==> src/design/tsc_pkg.sv <==
package tsc_pkg;

  localparam int unsigned TimeW = 32;
  localparam int unsigned CountW = 32;
  localparam int unsigned CfgW = 20;
  localparam int unsigned CfgIdxW = 3;

  // fixed dwell and report intervals, milliseconds
  localparam logic [TimeW-1:0] PATIENCE_MS = 32'd2000;
  localparam logic [TimeW-1:0] STEALING_MS = 32'd2000;
  localparam logic [TimeW-1:0] SKULKING_MS = 32'd2000;
  localparam logic [TimeW-1:0] FLOW_REPORT_MS = 32'd1000;

  // configuration register indexes
  localparam logic [CfgIdxW-1:0] CFG_BUZZ_OFF = 3'd0;
  localparam logic [CfgIdxW-1:0] CFG_ENGAGING = 3'd1;
  localparam logic [CfgIdxW-1:0] CFG_ENGAGED = 3'd2;
  localparam logic [CfgIdxW-1:0] CFG_GULPING = 3'd3;
  localparam logic [CfgIdxW-1:0] CFG_DEGAGING = 3'd4;
  localparam logic [CfgIdxW-1:0] CFG_EIGHTY_SIX = 3'd5;
  localparam logic [CfgIdxW-1:0] CFG_POUR_IDLE = 3'd6;
  localparam logic [CfgIdxW-1:0] CFG_POUR_WAIT = 3'd7;

  // configuration reset values
  localparam logic [CfgW-1:0] BUZZ_OFF_RST = 20'd3000;
  localparam logic [CfgW-1:0] ENGAGING_RST = 20'd2000;
  localparam logic [CfgW-1:0] ENGAGED_RST = 20'd30000;
  localparam logic [CfgW-1:0] GULPING_RST = 20'd3000;
  localparam logic [CfgW-1:0] DEGAGING_RST = 20'd10000;
  localparam logic [CfgW-1:0] EIGHTY_SIX_RST = 20'd3000;
  localparam logic [CfgW-1:0] POUR_IDLE_RST = 20'd60000;
  localparam logic [CfgW-1:0] POUR_WAIT_RST = 20'd30000;

  // reported state codes
  localparam logic [3:0] CODE_BORED = 4'd0;
  localparam logic [3:0] CODE_BUZZ_OFF = 4'd1;
  localparam logic [3:0] CODE_ENGAGING = 4'd2;
  localparam logic [3:0] CODE_ENGAGED = 4'd3;
  localparam logic [3:0] CODE_PATIENCE = 4'd4;
  localparam logic [3:0] CODE_POURING = 4'd5;
  localparam logic [3:0] CODE_GULPING = 4'd6;
  localparam logic [3:0] CODE_DEGAGING = 4'd7;
  localparam logic [3:0] CODE_EIGHTY_SIX = 4'd8;
  localparam logic [3:0] CODE_STEALING = 4'd9;
  localparam logic [3:0] CODE_STOLEN = 4'd10;
  localparam logic [3:0] CODE_SKULKING = 4'd11;

  typedef enum logic [11:0] {
    ST_BORED      = 12'b0000_0000_0001,
    ST_BUZZ_OFF   = 12'b0000_0000_0010,
    ST_ENGAGING   = 12'b0000_0000_0100,
    ST_ENGAGED    = 12'b0000_0000_1000,
    ST_PATIENCE   = 12'b0000_0001_0000,
    ST_POURING    = 12'b0000_0010_0000,
    ST_GULPING    = 12'b0000_0100_0000,
    ST_DEGAGING   = 12'b0000_1000_0000,
    ST_EIGHTY_SIX = 12'b0001_0000_0000,
    ST_STEALING   = 12'b0010_0000_0000,
    ST_STOLEN     = 12'b0100_0000_0000,
    ST_SKULKING   = 12'b1000_0000_0000
  } state_t;

  typedef struct packed {
    logic [TimeW-1:0]  now_ms;
    logic              steal_pressed;
    logic              action_level;
    logic              key_valid;
    logic              key_authorized;
    logic [CountW-1:0] flow_count;
  } item_t;

  typedef struct packed {
    logic [3:0]        session_state;
    logic              valve_open;
    logic              fault;
    logic              report_valid;
    logic [CountW-1:0] report_pulses;
    logic [TimeW-1:0]  report_elapsed_ms;
  } result_t;

  typedef struct packed {
    logic [CfgW-1:0] buzz_off_time;
    logic [CfgW-1:0] engaging_time;
    logic [CfgW-1:0] engaged_time;
    logic [CfgW-1:0] gulping_time;
    logic [CfgW-1:0] degaging_time;
    logic [CfgW-1:0] eighty_six_time;
    logic [CfgW-1:0] pour_idle_time;
    logic [CfgW-1:0] pour_wait_time;
  } cfg_t;

  typedef struct packed {
    state_t            state;
    logic [TimeW-1:0]  state_start_ms;
    logic [CountW-1:0] session_start_count;
    logic [TimeW-1:0]  session_start_ms;
    logic [CountW-1:0] last_flow_count;
    logic [TimeW-1:0]  last_flow_ms;
    logic [TimeW-1:0]  last_report_uptime;
  } sess_t;

endpackage

==> src/design/tsc_cfg.sv <==
module tsc_cfg import tsc_pkg::*; (
  input  logic               clk,
  input  logic               rst,
  input  logic               cfg_wr_en,
  input  logic [CfgIdxW-1:0] cfg_index,
  input  logic [CfgW-1:0]    cfg_data,
  output cfg_t               cfg
);

  always_ff @(posedge clk) begin
    if (rst) begin
      cfg.buzz_off_time   <= BUZZ_OFF_RST;
      cfg.engaging_time   <= ENGAGING_RST;
      cfg.engaged_time    <= ENGAGED_RST;
      cfg.gulping_time    <= GULPING_RST;
      cfg.degaging_time   <= DEGAGING_RST;
      cfg.eighty_six_time <= EIGHTY_SIX_RST;
      cfg.pour_idle_time  <= POUR_IDLE_RST;
      cfg.pour_wait_time  <= POUR_WAIT_RST;
    end else if (cfg_wr_en) begin
      case (cfg_index)
        CFG_BUZZ_OFF:   cfg.buzz_off_time   <= cfg_data;
        CFG_ENGAGING:   cfg.engaging_time   <= cfg_data;
        CFG_ENGAGED:    cfg.engaged_time    <= cfg_data;
        CFG_GULPING:    cfg.gulping_time    <= cfg_data;
        CFG_DEGAGING:   cfg.degaging_time   <= cfg_data;
        CFG_EIGHTY_SIX: cfg.eighty_six_time <= cfg_data;
        CFG_POUR_IDLE:  cfg.pour_idle_time  <= cfg_data;
        CFG_POUR_WAIT:  cfg.pour_wait_time  <= cfg_data;
        default: ;
      endcase
    end
  end

endmodule

==> src/design/tsc_step.sv <==
module tsc_step import tsc_pkg::*; (
  input  item_t   item,
  input  sess_t   sess,
  input  cfg_t    cfg,
  output sess_t   sess_next,
  output result_t res
);

  function automatic sess_t go_to(sess_t r, state_t s, logic [TimeW-1:0] now,
                                  logic [CountW-1:0] flow);
    sess_t o;
    o = r;
    o.state = s;
    o.state_start_ms = now;
    if (s == ST_POURING || s == ST_STOLEN) begin
      o.session_start_count = flow;
      o.session_start_ms = now;
      o.last_flow_count = flow;
      o.last_flow_ms = now;
      o.last_report_uptime = '0;
    end
    return o;
  endfunction

  function automatic logic [3:0] encode(state_t s);
    logic [3:0] c;
    case (s)
      ST_BORED:      c = CODE_BORED;
      ST_BUZZ_OFF:   c = CODE_BUZZ_OFF;
      ST_ENGAGING:   c = CODE_ENGAGING;
      ST_ENGAGED:    c = CODE_ENGAGED;
      ST_PATIENCE:   c = CODE_PATIENCE;
      ST_POURING:    c = CODE_POURING;
      ST_GULPING:    c = CODE_GULPING;
      ST_DEGAGING:   c = CODE_DEGAGING;
      ST_EIGHTY_SIX: c = CODE_EIGHTY_SIX;
      ST_STEALING:   c = CODE_STEALING;
      ST_STOLEN:     c = CODE_STOLEN;
      ST_SKULKING:   c = CODE_SKULKING;
      default:       c = CODE_BORED;
    endcase
    return c;
  endfunction

  sess_t             r;
  logic              fault;
  logic              rep;
  logic [CountW-1:0] rep_pulses;
  logic [TimeW-1:0]  rep_elapsed;
  logic [TimeW-1:0]  up;
  logic [TimeW-1:0]  idle;
  logic              valve;
  logic [TimeW-1:0]  now;
  logic [CountW-1:0] flow;

  assign now = item.now_ms;
  assign flow = item.flow_count;

  always_comb begin
    r = sess;
    fault = 1'b0;
    rep = 1'b0;
    rep_pulses = '0;
    rep_elapsed = '0;
    idle = '0;

    // override button
    if (item.steal_pressed) begin
      case (r.state)
        ST_ENGAGING, ST_ENGAGED, ST_PATIENCE, ST_POURING, ST_GULPING, ST_DEGAGING: begin
          r = go_to(r, ST_EIGHTY_SIX, now, flow);
        end
        ST_EIGHTY_SIX, ST_BUZZ_OFF, ST_STEALING, ST_STOLEN, ST_SKULKING: ;
        default: r = go_to(r, ST_STEALING, now, flow);
      endcase
    end else if (r.state == ST_STOLEN || r.state == ST_STEALING) begin
      r = go_to(r, ST_SKULKING, now, flow);
    end

    // action toggle, compared against the valve drive of the state so far
    valve = (r.state == ST_POURING) || (r.state == ST_STOLEN);
    if (item.action_level != valve) begin
      case (r.state)
        ST_BORED: begin
          if (item.action_level) r = go_to(r, ST_BUZZ_OFF, now, flow);
          else fault = 1'b1;
        end
        ST_ENGAGED, ST_DEGAGING: begin
          if (item.action_level) r = go_to(r, ST_POURING, now, flow);
          else fault = 1'b1;
        end
        ST_POURING: begin
          if (item.action_level) fault = 1'b1;
          else r = go_to(r, ST_GULPING, now, flow);
        end
        default: ;
      endcase
    end

    // key presented
    if ((r.state == ST_BORED || r.state == ST_ENGAGED) && item.key_valid) begin
      r = go_to(r, item.key_authorized ? ST_ENGAGING : ST_BUZZ_OFF, now, flow);
    end

    // dwell timeouts and flow tracking
    up = now - r.state_start_ms;
    case (r.state)
      ST_BORED: ;
      ST_BUZZ_OFF: begin
        if (up >= {12'd0, cfg.buzz_off_time}) r = go_to(r, ST_BORED, now, flow);
      end
      ST_ENGAGING: begin
        if (up >= {12'd0, cfg.engaging_time}) r = go_to(r, ST_ENGAGED, now, flow);
      end
      ST_ENGAGED: begin
        if (up >= {12'd0, cfg.engaged_time}) r = go_to(r, ST_DEGAGING, now, flow);
      end
      ST_PATIENCE: begin
        if (up >= PATIENCE_MS) r = go_to(r, ST_POURING, now, flow);
      end
      ST_GULPING: begin
        if (up >= {12'd0, cfg.gulping_time}) r = go_to(r, ST_DEGAGING, now, flow);
      end
      ST_DEGAGING: begin
        if (up >= {12'd0, cfg.degaging_time}) r = go_to(r, ST_BORED, now, flow);
      end
      ST_EIGHTY_SIX: begin
        if (up >= {12'd0, cfg.eighty_six_time}) r = go_to(r, ST_BORED, now, flow);
      end
      ST_STEALING: begin
        if (up >= STEALING_MS) r = go_to(r, ST_STOLEN, now, flow);
      end
      ST_SKULKING: begin
        if (up >= SKULKING_MS) r = go_to(r, ST_BORED, now, flow);
      end
      ST_POURING, ST_STOLEN: begin
        idle = now - r.last_flow_ms;
        if (flow == r.last_flow_count) begin
          // gulping exit wins when both are due
          if (idle > {12'd0, cfg.pour_idle_time}) r = go_to(r, ST_GULPING, now, flow);
          else if (idle > {12'd0, cfg.pour_wait_time}) r = go_to(r, ST_DEGAGING, now, flow);
        end else begin
          r.last_flow_count = flow;
          r.last_flow_ms = now;
        end
        // report still goes out on an exit poll, timed by the state left
        if ((up - r.last_report_uptime) > FLOW_REPORT_MS) begin
          rep = 1'b1;
          rep_pulses = flow - r.session_start_count;
          rep_elapsed = now - r.session_start_ms;
          r.last_report_uptime = up;
        end
      end
      default: r = go_to(r, ST_BORED, now, flow);
    endcase

    sess_next = r;
    res.session_state = encode(r.state);
    res.valve_open = (r.state == ST_POURING) || (r.state == ST_STOLEN);
    res.fault = fault;
    res.report_valid = rep;
    res.report_pulses = rep_pulses;
    res.report_elapsed_ms = rep_elapsed;
  end

endmodule

==> src/design/tap_session_controller_unit.sv <==
// channel   signals                            direction  payload
// item      item_valid / item_stall / item     in         item_t: one poll
// result    result_valid / result_stall / result  out     result_t: one per poll
// cfg       cfg_wr_en / cfg_index / cfg_data   in         20-bit timeout registers
//
// from poll transfer to result valid, the poll sits in the input register,
// then one pass of the rule logic loads the result register and updates the session state.
// one poll per cycle sustained while result_stall stays low.
// rst (synchronous) puts the machine in bored with all timestamps and counts at zero
// and loads the default timeouts.
// a held result stalls the input register, which then stalls the item channel.
module tap_session_controller_unit import tsc_pkg::*; (
  input  logic               clk,
  input  logic               rst,
  input  logic               item_valid,
  output logic               item_stall,
  input  item_t              item,
  output logic               result_valid,
  input  logic               result_stall,
  output result_t            result,
  input  logic               cfg_wr_en,
  input  logic [CfgIdxW-1:0] cfg_index,
  input  logic [CfgW-1:0]    cfg_data
);

  cfg_t    cfg;
  item_t   item_q;
  logic    item_q_valid;
  sess_t   sess;
  sess_t   sess_next;
  result_t res;
  logic    out_free;

  tsc_cfg u_cfg (
    .clk       (clk),
    .rst       (rst),
    .cfg_wr_en (cfg_wr_en),
    .cfg_index (cfg_index),
    .cfg_data  (cfg_data),
    .cfg       (cfg)
  );

  tsc_step u_step (
    .item      (item_q),
    .sess      (sess),
    .cfg       (cfg),
    .sess_next (sess_next),
    .res       (res)
  );

  // result register can take a new transfer this cycle
  assign out_free = !result_valid || !result_stall;
  assign item_stall = item_q_valid && !out_free;

  always_ff @(posedge clk) begin
    if (rst) begin
      item_q_valid <= 1'b0;
      result_valid <= 1'b0;
      sess.state <= ST_BORED;
      sess.state_start_ms <= '0;
      sess.session_start_count <= '0;
      sess.session_start_ms <= '0;
      sess.last_flow_count <= '0;
      sess.last_flow_ms <= '0;
      sess.last_report_uptime <= '0;
    end else begin
      if (!item_stall) begin
        item_q_valid <= item_valid;
      end
      if (out_free) begin
        result_valid <= item_q_valid;
        if (item_q_valid) begin
          sess <= sess_next;
        end
      end
    end
  end

  always_ff @(posedge clk) begin
    if (!item_stall && item_valid) begin
      item_q <= item;
    end
    if (out_free && item_q_valid) begin
      result <= res;
    end
  end

endmodule
==> config.mk <==
export PLATFORM = sky130hd
export DESIGN_NAME = tap_session_controller_unit
export DESIGN_NICKNAME = d
export VERILOG_FILES = /design/src/design/tsc_pkg.sv /design/src/design/tsc_cfg.sv /design/src/design/tsc_step.sv /design/src/design/tap_session_controller_unit.sv
export SDC_FILE = /design/constraint.sdc
export NUM_CORES = 2
export LEC_CHECK = 0
export ABC_AREA = 1
export BUFFER_PORTS_ARGS = -buffer_cell sky130_fd_sc_hd__clkbuf_2
export CAP_MARGIN = 20
export CORE_AREA = 5 5 258 260
export DETAILED_ROUTE_END_ITERATION = 16
export DIE_AREA = 0 0 263 265
export PLACE_DENSITY = 0.82
export SKIP_LAST_GASP = 1
export SYNTH_ARGS = -nofsm -noshare
export SYNTH_HDL_FRONTEND = slang
export SYNTH_SLANG_ARGS = --single-unit
==> constraint.sdc <==
create_clock -name clk -period 9.4 [get_ports clk]
set_input_delay 1.88 -clock clk [delete_from_list [all_inputs] [get_ports clk]]
set_output_delay 1.88 -clock clk [all_outputs]
set_load 0.02 [all_outputs]
Word-level counts from Yosys, hierarchy flattened:

Index checks and enable logic that the tools add are counted.

* add/subtract/negate cells: 5
* order comparisons: 10
* eq/ne operators: 52
* muxes and demuxes: 34
* reductions and logical operators: 30

Operators by type and width (count)
* 204-bit two-way mux: 18
* 204-bit one-hot mux with 11 select lines: 1
* 204-bit one-hot mux with 3 select lines: 1
* 204-bit one-hot mux with 2 select lines: 1
* 108-bit two-way mux: 2
* 32-bit by 20-bit greater-or-equal comparator with 1-bit output: 6
* 160-bit two-way mux: 1
* 32-bit subtractor: 5
* 32-bit two-way mux: 3
* 32-bit by 20-bit greater-than comparator with 1-bit output: 2
* 64-bit two-way mux: 1
* 12-bit by 11-bit == test with 1-bit output, second input constant: 5
* 12-bit by 4-bit == test with 1-bit output, second input constant: 5
* 12-bit by 6-bit == test with 1-bit output, second input constant: 5
* 12-bit by 8-bit == test with 1-bit output, second input constant: 4
* 4-bit one-hot mux with 11 select lines: 1
* 12-bit by 1-bit == test with 1-bit output, second input constant: 3
* 12-bit by 10-bit == test with 1-bit output, second input constant: 3
* 12-bit == test, second input constant: 3
* 12-bit by 2-bit == test with 1-bit output, second input constant: 3
* 12-bit by 3-bit == test with 1-bit output, second input constant: 3
* 12-bit by 5-bit == test with 1-bit output, second input constant: 3
* 12-bit by 7-bit == test with 1-bit output, second input constant: 3
* 12-bit by 9-bit == test with 1-bit output, second input constant: 3
* 19 further kinds: 46

* register bits after elaboration: 505
* input port bits: 96
* output and inout bits: 73
* logic and storage cells: 160

Longest topological paths before layout:

* depth in word-level cells: 24
* mapped depth: 56
* depth with buffers taken out: 54

Hierarchy:

From an unflattened synthesis, not the netlist that was laid out.

* cell total of the unflattened synthesis: 6867
* area total of the unflattened synthesis: 43316.5 sq um

Modules (own cells, without submodules)
* tsc_step: times used 1, cells an instance 4526, area each 24053.1 sq um, seq. area each 0.0 sq um
* tap_session_controller_unit: times used 1, cells an instance 1486, area each 13208.9 sq um, seq. area each 8298.0 sq um
* tsc_cfg: times used 1, cells an instance 855, area each 6054.6 sq um, seq. area each 3203.1 sq um

Least setup slack after synthesis:

Ideal clock, no wire load.

* path type: flip-flop to flip-flop
* start: reg, netlist name sess[198]
* end: reg result[23] (netlist name) (data pin)
* library setup time: 0.257 ns
* arrival: 7.139 ns
* data required time: 9.143 ns
* path slack: 2.005 ns
* cell stages (with the launch flop): 52
* buffers on the path: 6
* clock period less this slack: 7.395 ns
* path through: dfxtp_1 nor2_2 nand2_2 nor2_4 nand2_1 nand2_1 inv_1 nand2_1 nand3_1 inv_1 nor2_4 nand3_4 nand3_1 and2_1 buf_4 nand2_4 clkinv_1 clkbuf_1 (+16 left out) ha_1 nand2_1 nor4_1 nand3_1 nand3_1 nand2_1 o211ai_1 a21oi_1 nor4_1 nor2_1 xor2_1 or2_1 clkbuf_1 nand3_1 nand2_1 buf_2 buf_2 nor2_1

* longest elaborated chain between the ends: 20
* elaborated cells between the ends (all ways): 53
* those cells by class: add/sub (4); order compare (2); eq/ne (22); mux (16); reduce/logical (9)

RTL lines
* 12-bit by 3-bit == test with 1-bit output, or another cell as far along: RTL line tsc_step.sv:69 `case (r.state)`
* 6-bit OR reduction, or another cell as far along: RTL line tsc_step.sv:69
* 204-bit one-hot mux with 2 select lines or 204-bit two-way mux (tied branches): RTL line tsc_step.sv:69, tsc_step.sv:76
* 204-bit two-way mux (*): RTL line tsc_step.sv:68 `if (item.steal_pressed) begin`
* 12-bit by 4-bit == test with 1-bit output, or another cell as far along: RTL line tsc_step.sv:83 `case (r.state)`
* 2-bit OR reduction or 1-bit logical OR (tied branches): RTL line tsc_step.sv:83, tsc_step.sv:81
* 204-bit one-hot mux with 3 select lines or 1-bit != test (tied branches): RTL line tsc_step.sv:83, tsc_step.sv:82
* 204-bit two-way mux (*): RTL line tsc_step.sv:82 `if (item.action_level != valve) begin`
* (+4 left out)
* 32-bit subtractor: RTL line tsc_step.sv:137 `idle = now - r.last_flow_ms;`
* 32-bit by 20-bit greater-than comparator with 1-bit output: RTL line tsc_step.sv:140 `if (idle > {12'd0, cfg.pour_idle_time}) r = go_to(r, ST_GULPING, now, flow);`
* 204-bit two-way mux: RTL line tsc_step.sv:140
* 32-bit two-way mux: RTL line tsc_step.sv:138 `if (flow == r.last_flow_count) begin`
* 32-bit two-way mux: RTL line tsc_step.sv:107 `case (r.state)`
* 32-bit subtractor: RTL line tsc_step.sv:147 `if ((up - r.last_report_uptime) > FLOW_REPORT_MS) begin`
* 32-bit by 10-bit greater-than comparator with 1-bit output: RTL line tsc_step.sv:147
* 2-bit AND reduction (no line)
* end signal, assigned: RTL line tap_session_controller_unit.sv:84 `result <= res;`
* end, declared: RTL line tap_session_controller_unit.sv:20 `output result_t result,`

Every way passes the cells marked *; elsewhere a longest branch is shown, timed or not. The select of a mux whose other input is x is not followed.
A chain may end at the register's enable or synchronous reset.

Final worst setup path:

* start: reg, netlist name sess[194]
* end: reg, netlist name sess[172]

* longest elaborated chain between the ends: 19
* elaborated cells between the ends (all ways): 75
* those cells by class: add/sub (2); order compare (9); eq/ne (32); mux (24); reduce/logical (8)

RTL lines
* 12-bit by 3-bit == test with 1-bit output, or another cell as far along: RTL line tsc_step.sv:69
* 6-bit OR reduction, or another cell as far along: RTL line tsc_step.sv:69
* 204-bit one-hot mux with 2 select lines or 204-bit two-way mux (tied branches): RTL line tsc_step.sv:69, tsc_step.sv:76
* 204-bit two-way mux (*): RTL line tsc_step.sv:68
* 12-bit by 4-bit == test with 1-bit output, or another cell as far along: RTL line tsc_step.sv:83
* 2-bit OR reduction or 1-bit logical OR (tied branches): RTL line tsc_step.sv:83, tsc_step.sv:81
* 204-bit one-hot mux with 3 select lines or 1-bit != test (tied branches): RTL line tsc_step.sv:83, tsc_step.sv:82
* 204-bit two-way mux (*): RTL line tsc_step.sv:82
* (+3 left out)
* 204-bit two-way mux (*): RTL line tsc_step.sv:101 `if ((r.state == ST_BORED || r.state == ST_ENGAGED) && item.key_valid) begin`
* 32-bit subtractor: RTL line tsc_step.sv:137
* 32-bit by 20-bit greater-than comparator with 1-bit output: RTL line tsc_step.sv:141 `else if (idle > {12'd0, cfg.pour_wait_time}) r = go_to(r, ST_DEGAGING, now, flow);`
* 204-bit two-way mux: RTL line tsc_step.sv:141
* 204-bit two-way mux: RTL line tsc_step.sv:140
* 108-bit two-way mux: RTL line tsc_step.sv:138
* 108-bit two-way mux: RTL line tsc_step.sv:107
* 204-bit one-hot mux with 11 select lines (*): RTL line tsc_step.sv:107

Marks and branches as above.

==> results.ini <==
[synthesis]
synthesis.yosys.warnings = 0
synth_unique_cells = 59
synthDominantCellAreaShare_pct = 18.0
synth_top_area_cells = dfxtp_1 18%, edfxtp_1 10%, nand2_1 10%
syn-cell-area_um2 = 40600
synthesis_stage_register_bit_count = 505
synthesis.instances = 6123
synth-async-reset-ratio_pct = 0
synth_area_leader_cell = dfxtp_1
seq_area_frac_synth_pct = 28.3
synth-edff-count = 139
ys.flop_type = dfxtp_1
syn-num-nets = 6533
post_synth.cell_area_avg_um2 = 6.63

[critical_path]
worst_setup_path_endpoint = sess[172]$_SDFFE_PP0P_
path_max_fanout = 31
regToRegStartpoint = sess[194]$_SDFFE_PP0P_
worst_ep_required_time_ps = 9990
critical_path.max_stage_delay_ps = 660
critical_register_to_register_path_endpoint = sess[172]$_SDFFE_PP0P_
cp_slowest_cell = nor3b_1
r2r_setup_slack_ps = 640
crit_arrival_ps = 9350
worstSetupStartpoint = sess[194]$_SDFFE_PP0P_
critical_path_class = register to register
critPathCaptureType = register
critical_path_launch_point_type = register
ff2ff_path_depth = 44

[timing]
final_min_period_over_clock_period_pct = 93.2
report.final.slew_viol_count = 0
setup_violations = 0
slew-limit-headroom_pct = 26.1
post-route-min-period_ps = 8760
setup_total_negative_slack_ps = 0
worst_slew_pin_slew_ps = 1110
worst_clock_skew_ps = 47.6
achievable-frequency_ghz = 0.114
grt_setup_unrepaired = no
timing_hold_violations_final = 0

[global_route]
grt_first_pass_wirelength_um = 215000
grt_pass1_vias = 39491
maximum_number_of_pins_on_one_net_before_global_route_repair = 185
grt_usage_pct = 37.4
gr-total-overflow = 0
antenna_found_initial = 8

[die]
core_area_um2 = 63900
initial_util_pct = 63.6
die_width_um = 263
fp.dieArea_um2 = 69700
fp-row-count = 93
chipHeight_um = 265
floorplan.io_pins = 169

[placed_design]
place.port_buffers = 168
detailed_place_hpwl_um = 94000
place.gp.congestion = 1.01

[min_path]
worst_hold_path_type = register to register

[power_and_ir_drop]
sequential_power_share_pct = 30.4
power_switching_w = 0.00324
relative_contribution_of_combinational_cells_to_total_power_pct = 39.5
ir_worst_vdd_mv = 0.165
p_sw_share_pct = 40.0
cellLeakagePower_nw = 21.0
powerDensity_nw_per_um2 = 184
internal_power_w = 0.00486
clock_power_share_pct = 30.2
finalPower_w = 0.00810

[layout]
final_layout_size_suffix_gt1_share_pct = 6.94
num-nets-final = 6527
filler_cell_count = 5570
area_delta_synth_final_pct = 8.39

[clock_tree]
clk_pin_slew_worst_paths_ps = 60
cts_root_buf = clkbuf_16
clock_sinks = 505
worstSkewPairLatency_ps = 660
cts_made_buffers = 58
h_tree_lvls = 2
cts_tree = built
number_of_buffers_inserted_by_post_cts_setup_repair = 0
clock_tree_buffer_depth = 3

[routing]
initialDrtViolationCount = 5913
vias = 43694
ant_nets = 0
drtPass1Iterations = 7
wl_per_cell_um = 19.7
post-route-drc-count = 0
vias_per_cell = 6.22
drt-total-wl_um = 138000

[job]
cap_viol_max_count = 0

[run_status]
status = finished, final reports clean

==> what timing repair did <==
item / 4_1_cts / 5_1_grt
endpoints found under the setup margin: 0 / 91
resized for setup: 0 / 3
hold buffers: 0 / 0
==> through the flow <==
stage | instance area, um2 | hold WS, ps | instances | util [%] | setup slack (ps)
2_1_floorplan | 40600 | 435 | 6123 | - | 2000
3_3_place_gp | 41900 | 445 | 6911 | 65.7 | 954
3_5_place_dp | 41900 | 454 | 6911 | 65.7 | 757
4_1_cts | 44000 | 462 | 7021 | 68.8 | 674
5_1_grt | 44000 | 479 | 7025 | 68.9 | 12.9
6_report | 44000 | 461 | 7025 | 68.9 | 638
==> sequential cells by signal, summed over array words and instances (netlist names) <==
signal,cells
u_cfg.cfg,160
item_q_valid,1
result_valid,1
item_q,68
result,71
sess,204
==> area by class of cell <==
cell class	count	area [um2]	share of cell area, %
Antenna cell	3	7.51	0.0171
Clock buffer	76	1600	3.64
Clock inverter	34	434	0.987
Inverter	858	3230	7.34
Multi-Input combinational cell	4450	24700	56.1
Sequential cell	505	11500	26.1
Tap cell	855	1070	2.43
Timing Repair Buffer	244	1470	3.34
==> metal layers <==
metal  track usage, %  part of all wire (%)
met1             49.7                    39
met2             58.3                    43
met3             7.98                    12
met4             18.4                   5.5
met5                0                0.0072
==> cell usage after synthesis, types with 8 or more instances <==
master and number:
a211oi_1 15, a21boi_0 34, a21o_1 10, a21oi_1 675, a31oi_1 74, buf_1 16, buf_2 53, clkbuf_1 232
dfxtp_1 366, edfxtp_1 139, ha_1 309, inv_1 847, nand2_1 1082, nand3_1 346, nand3b_1 69, nand4_1 111
nor2_1 539, nor3_1 71, nor3b_1 8, nor4_1 17, o2111ai_1 14, o211ai_1 96, o21a_1 11, o21ai_0 578
o21ai_1 26, o21bai_1 71, o221ai_1 12, o22ai_1 11, o31ai_1 58, or2_2 43, xnor2_1 38, xor2_1 77
==> power groups by stage <==
stage          combinational [W]  clock (W)  sequential (W)
6_report                 0.00320    0.00244         0.00246
5_1_grt                  0.00353    0.00256         0.00247
4_1_cts                  0.00309    0.00246         0.00246
3_5_place_dp             0.00307          0         0.00250
3_3_place_gp             0.00301          0         0.00250
2_1_floorplan            0.00219          0         0.00248
==> kinds of logic (layout without fill, tap and decap cells) <==
group,count (synthesis),in the layout,share of synthesized area (%)
AOI/OAI and AO/OA,1704,1704,23.5
adders and majority gates,314,314,9.77
other,1,4,0.00924
xor gates and xnor gates,115,115,2.48
and+or+nand+nor,2316,2316,24.8
DFF,505,505,28.3
buffers and inverters,1168,1212,11.1
==> how the worst min path moves through the flow <==
stage / start / endpoint / slack (ps) / cells past startpoint
2_1_floorplan: u_cfg.cfg[101]$_SDFFE_PP0P_ / u_cfg.cfg[101]$_SDFFE_PP0P_ / 440 / 2
3_3_place_gp: u_cfg.cfg[61]$_SDFFE_PP0P_ / u_cfg.cfg[61]$_SDFFE_PP0P_ / 440 / 2
3_5_place_dp: u_cfg.cfg[141]$_SDFFE_PP0P_ / u_cfg.cfg[141]$_SDFFE_PP0P_ / 450 / 2
4_1_cts: u_cfg.cfg[125]$_SDFFE_PP0P_ / u_cfg.cfg[125]$_SDFFE_PP0P_ / 460 / 2
5_1_grt: u_cfg.cfg[72]$_SDFFE_PP0P_ / u_cfg.cfg[72]$_SDFFE_PP0P_ / 480 / 2
6_report: u_cfg.cfg[2]$_SDFFE_PP0P_ / u_cfg.cfg[2]$_SDFFE_PP0P_ / 460 / 2
==> worst max-delay path: cells and delay by family, from the launching register on <==
family          cells  cell delay [ps]
simple gates       23             3750
compound gates     12             1860
buf+inv             6             1450
fa+ha+maj           2              760
xor+xnor            1              480
flops               1              360
==> cell usage in the layout, fill, tap and decap left out, types with 26 or more instances in the layout <==
cell type and count:
o21ai_1 26, o31ai_1 58, inv_1 842, nand3b_1 69
clkbuf_16 60, o21bai_1 71, nor2_1 535, or2_2 43
nand3_1 344, xnor2_1 38, a21oi_1 675, nor3_1 70
a31oi_1 74, buf_4 72, o21ai_0 577, o211ai_1 96
a21boi_0 34, nand2_1 1078, xor2_1 77, clkbuf_2 167
ha_1 309, dfxtp_1 366, edfxtp_1 139, nand4_1 111
(Power assumes the default switching activity.)
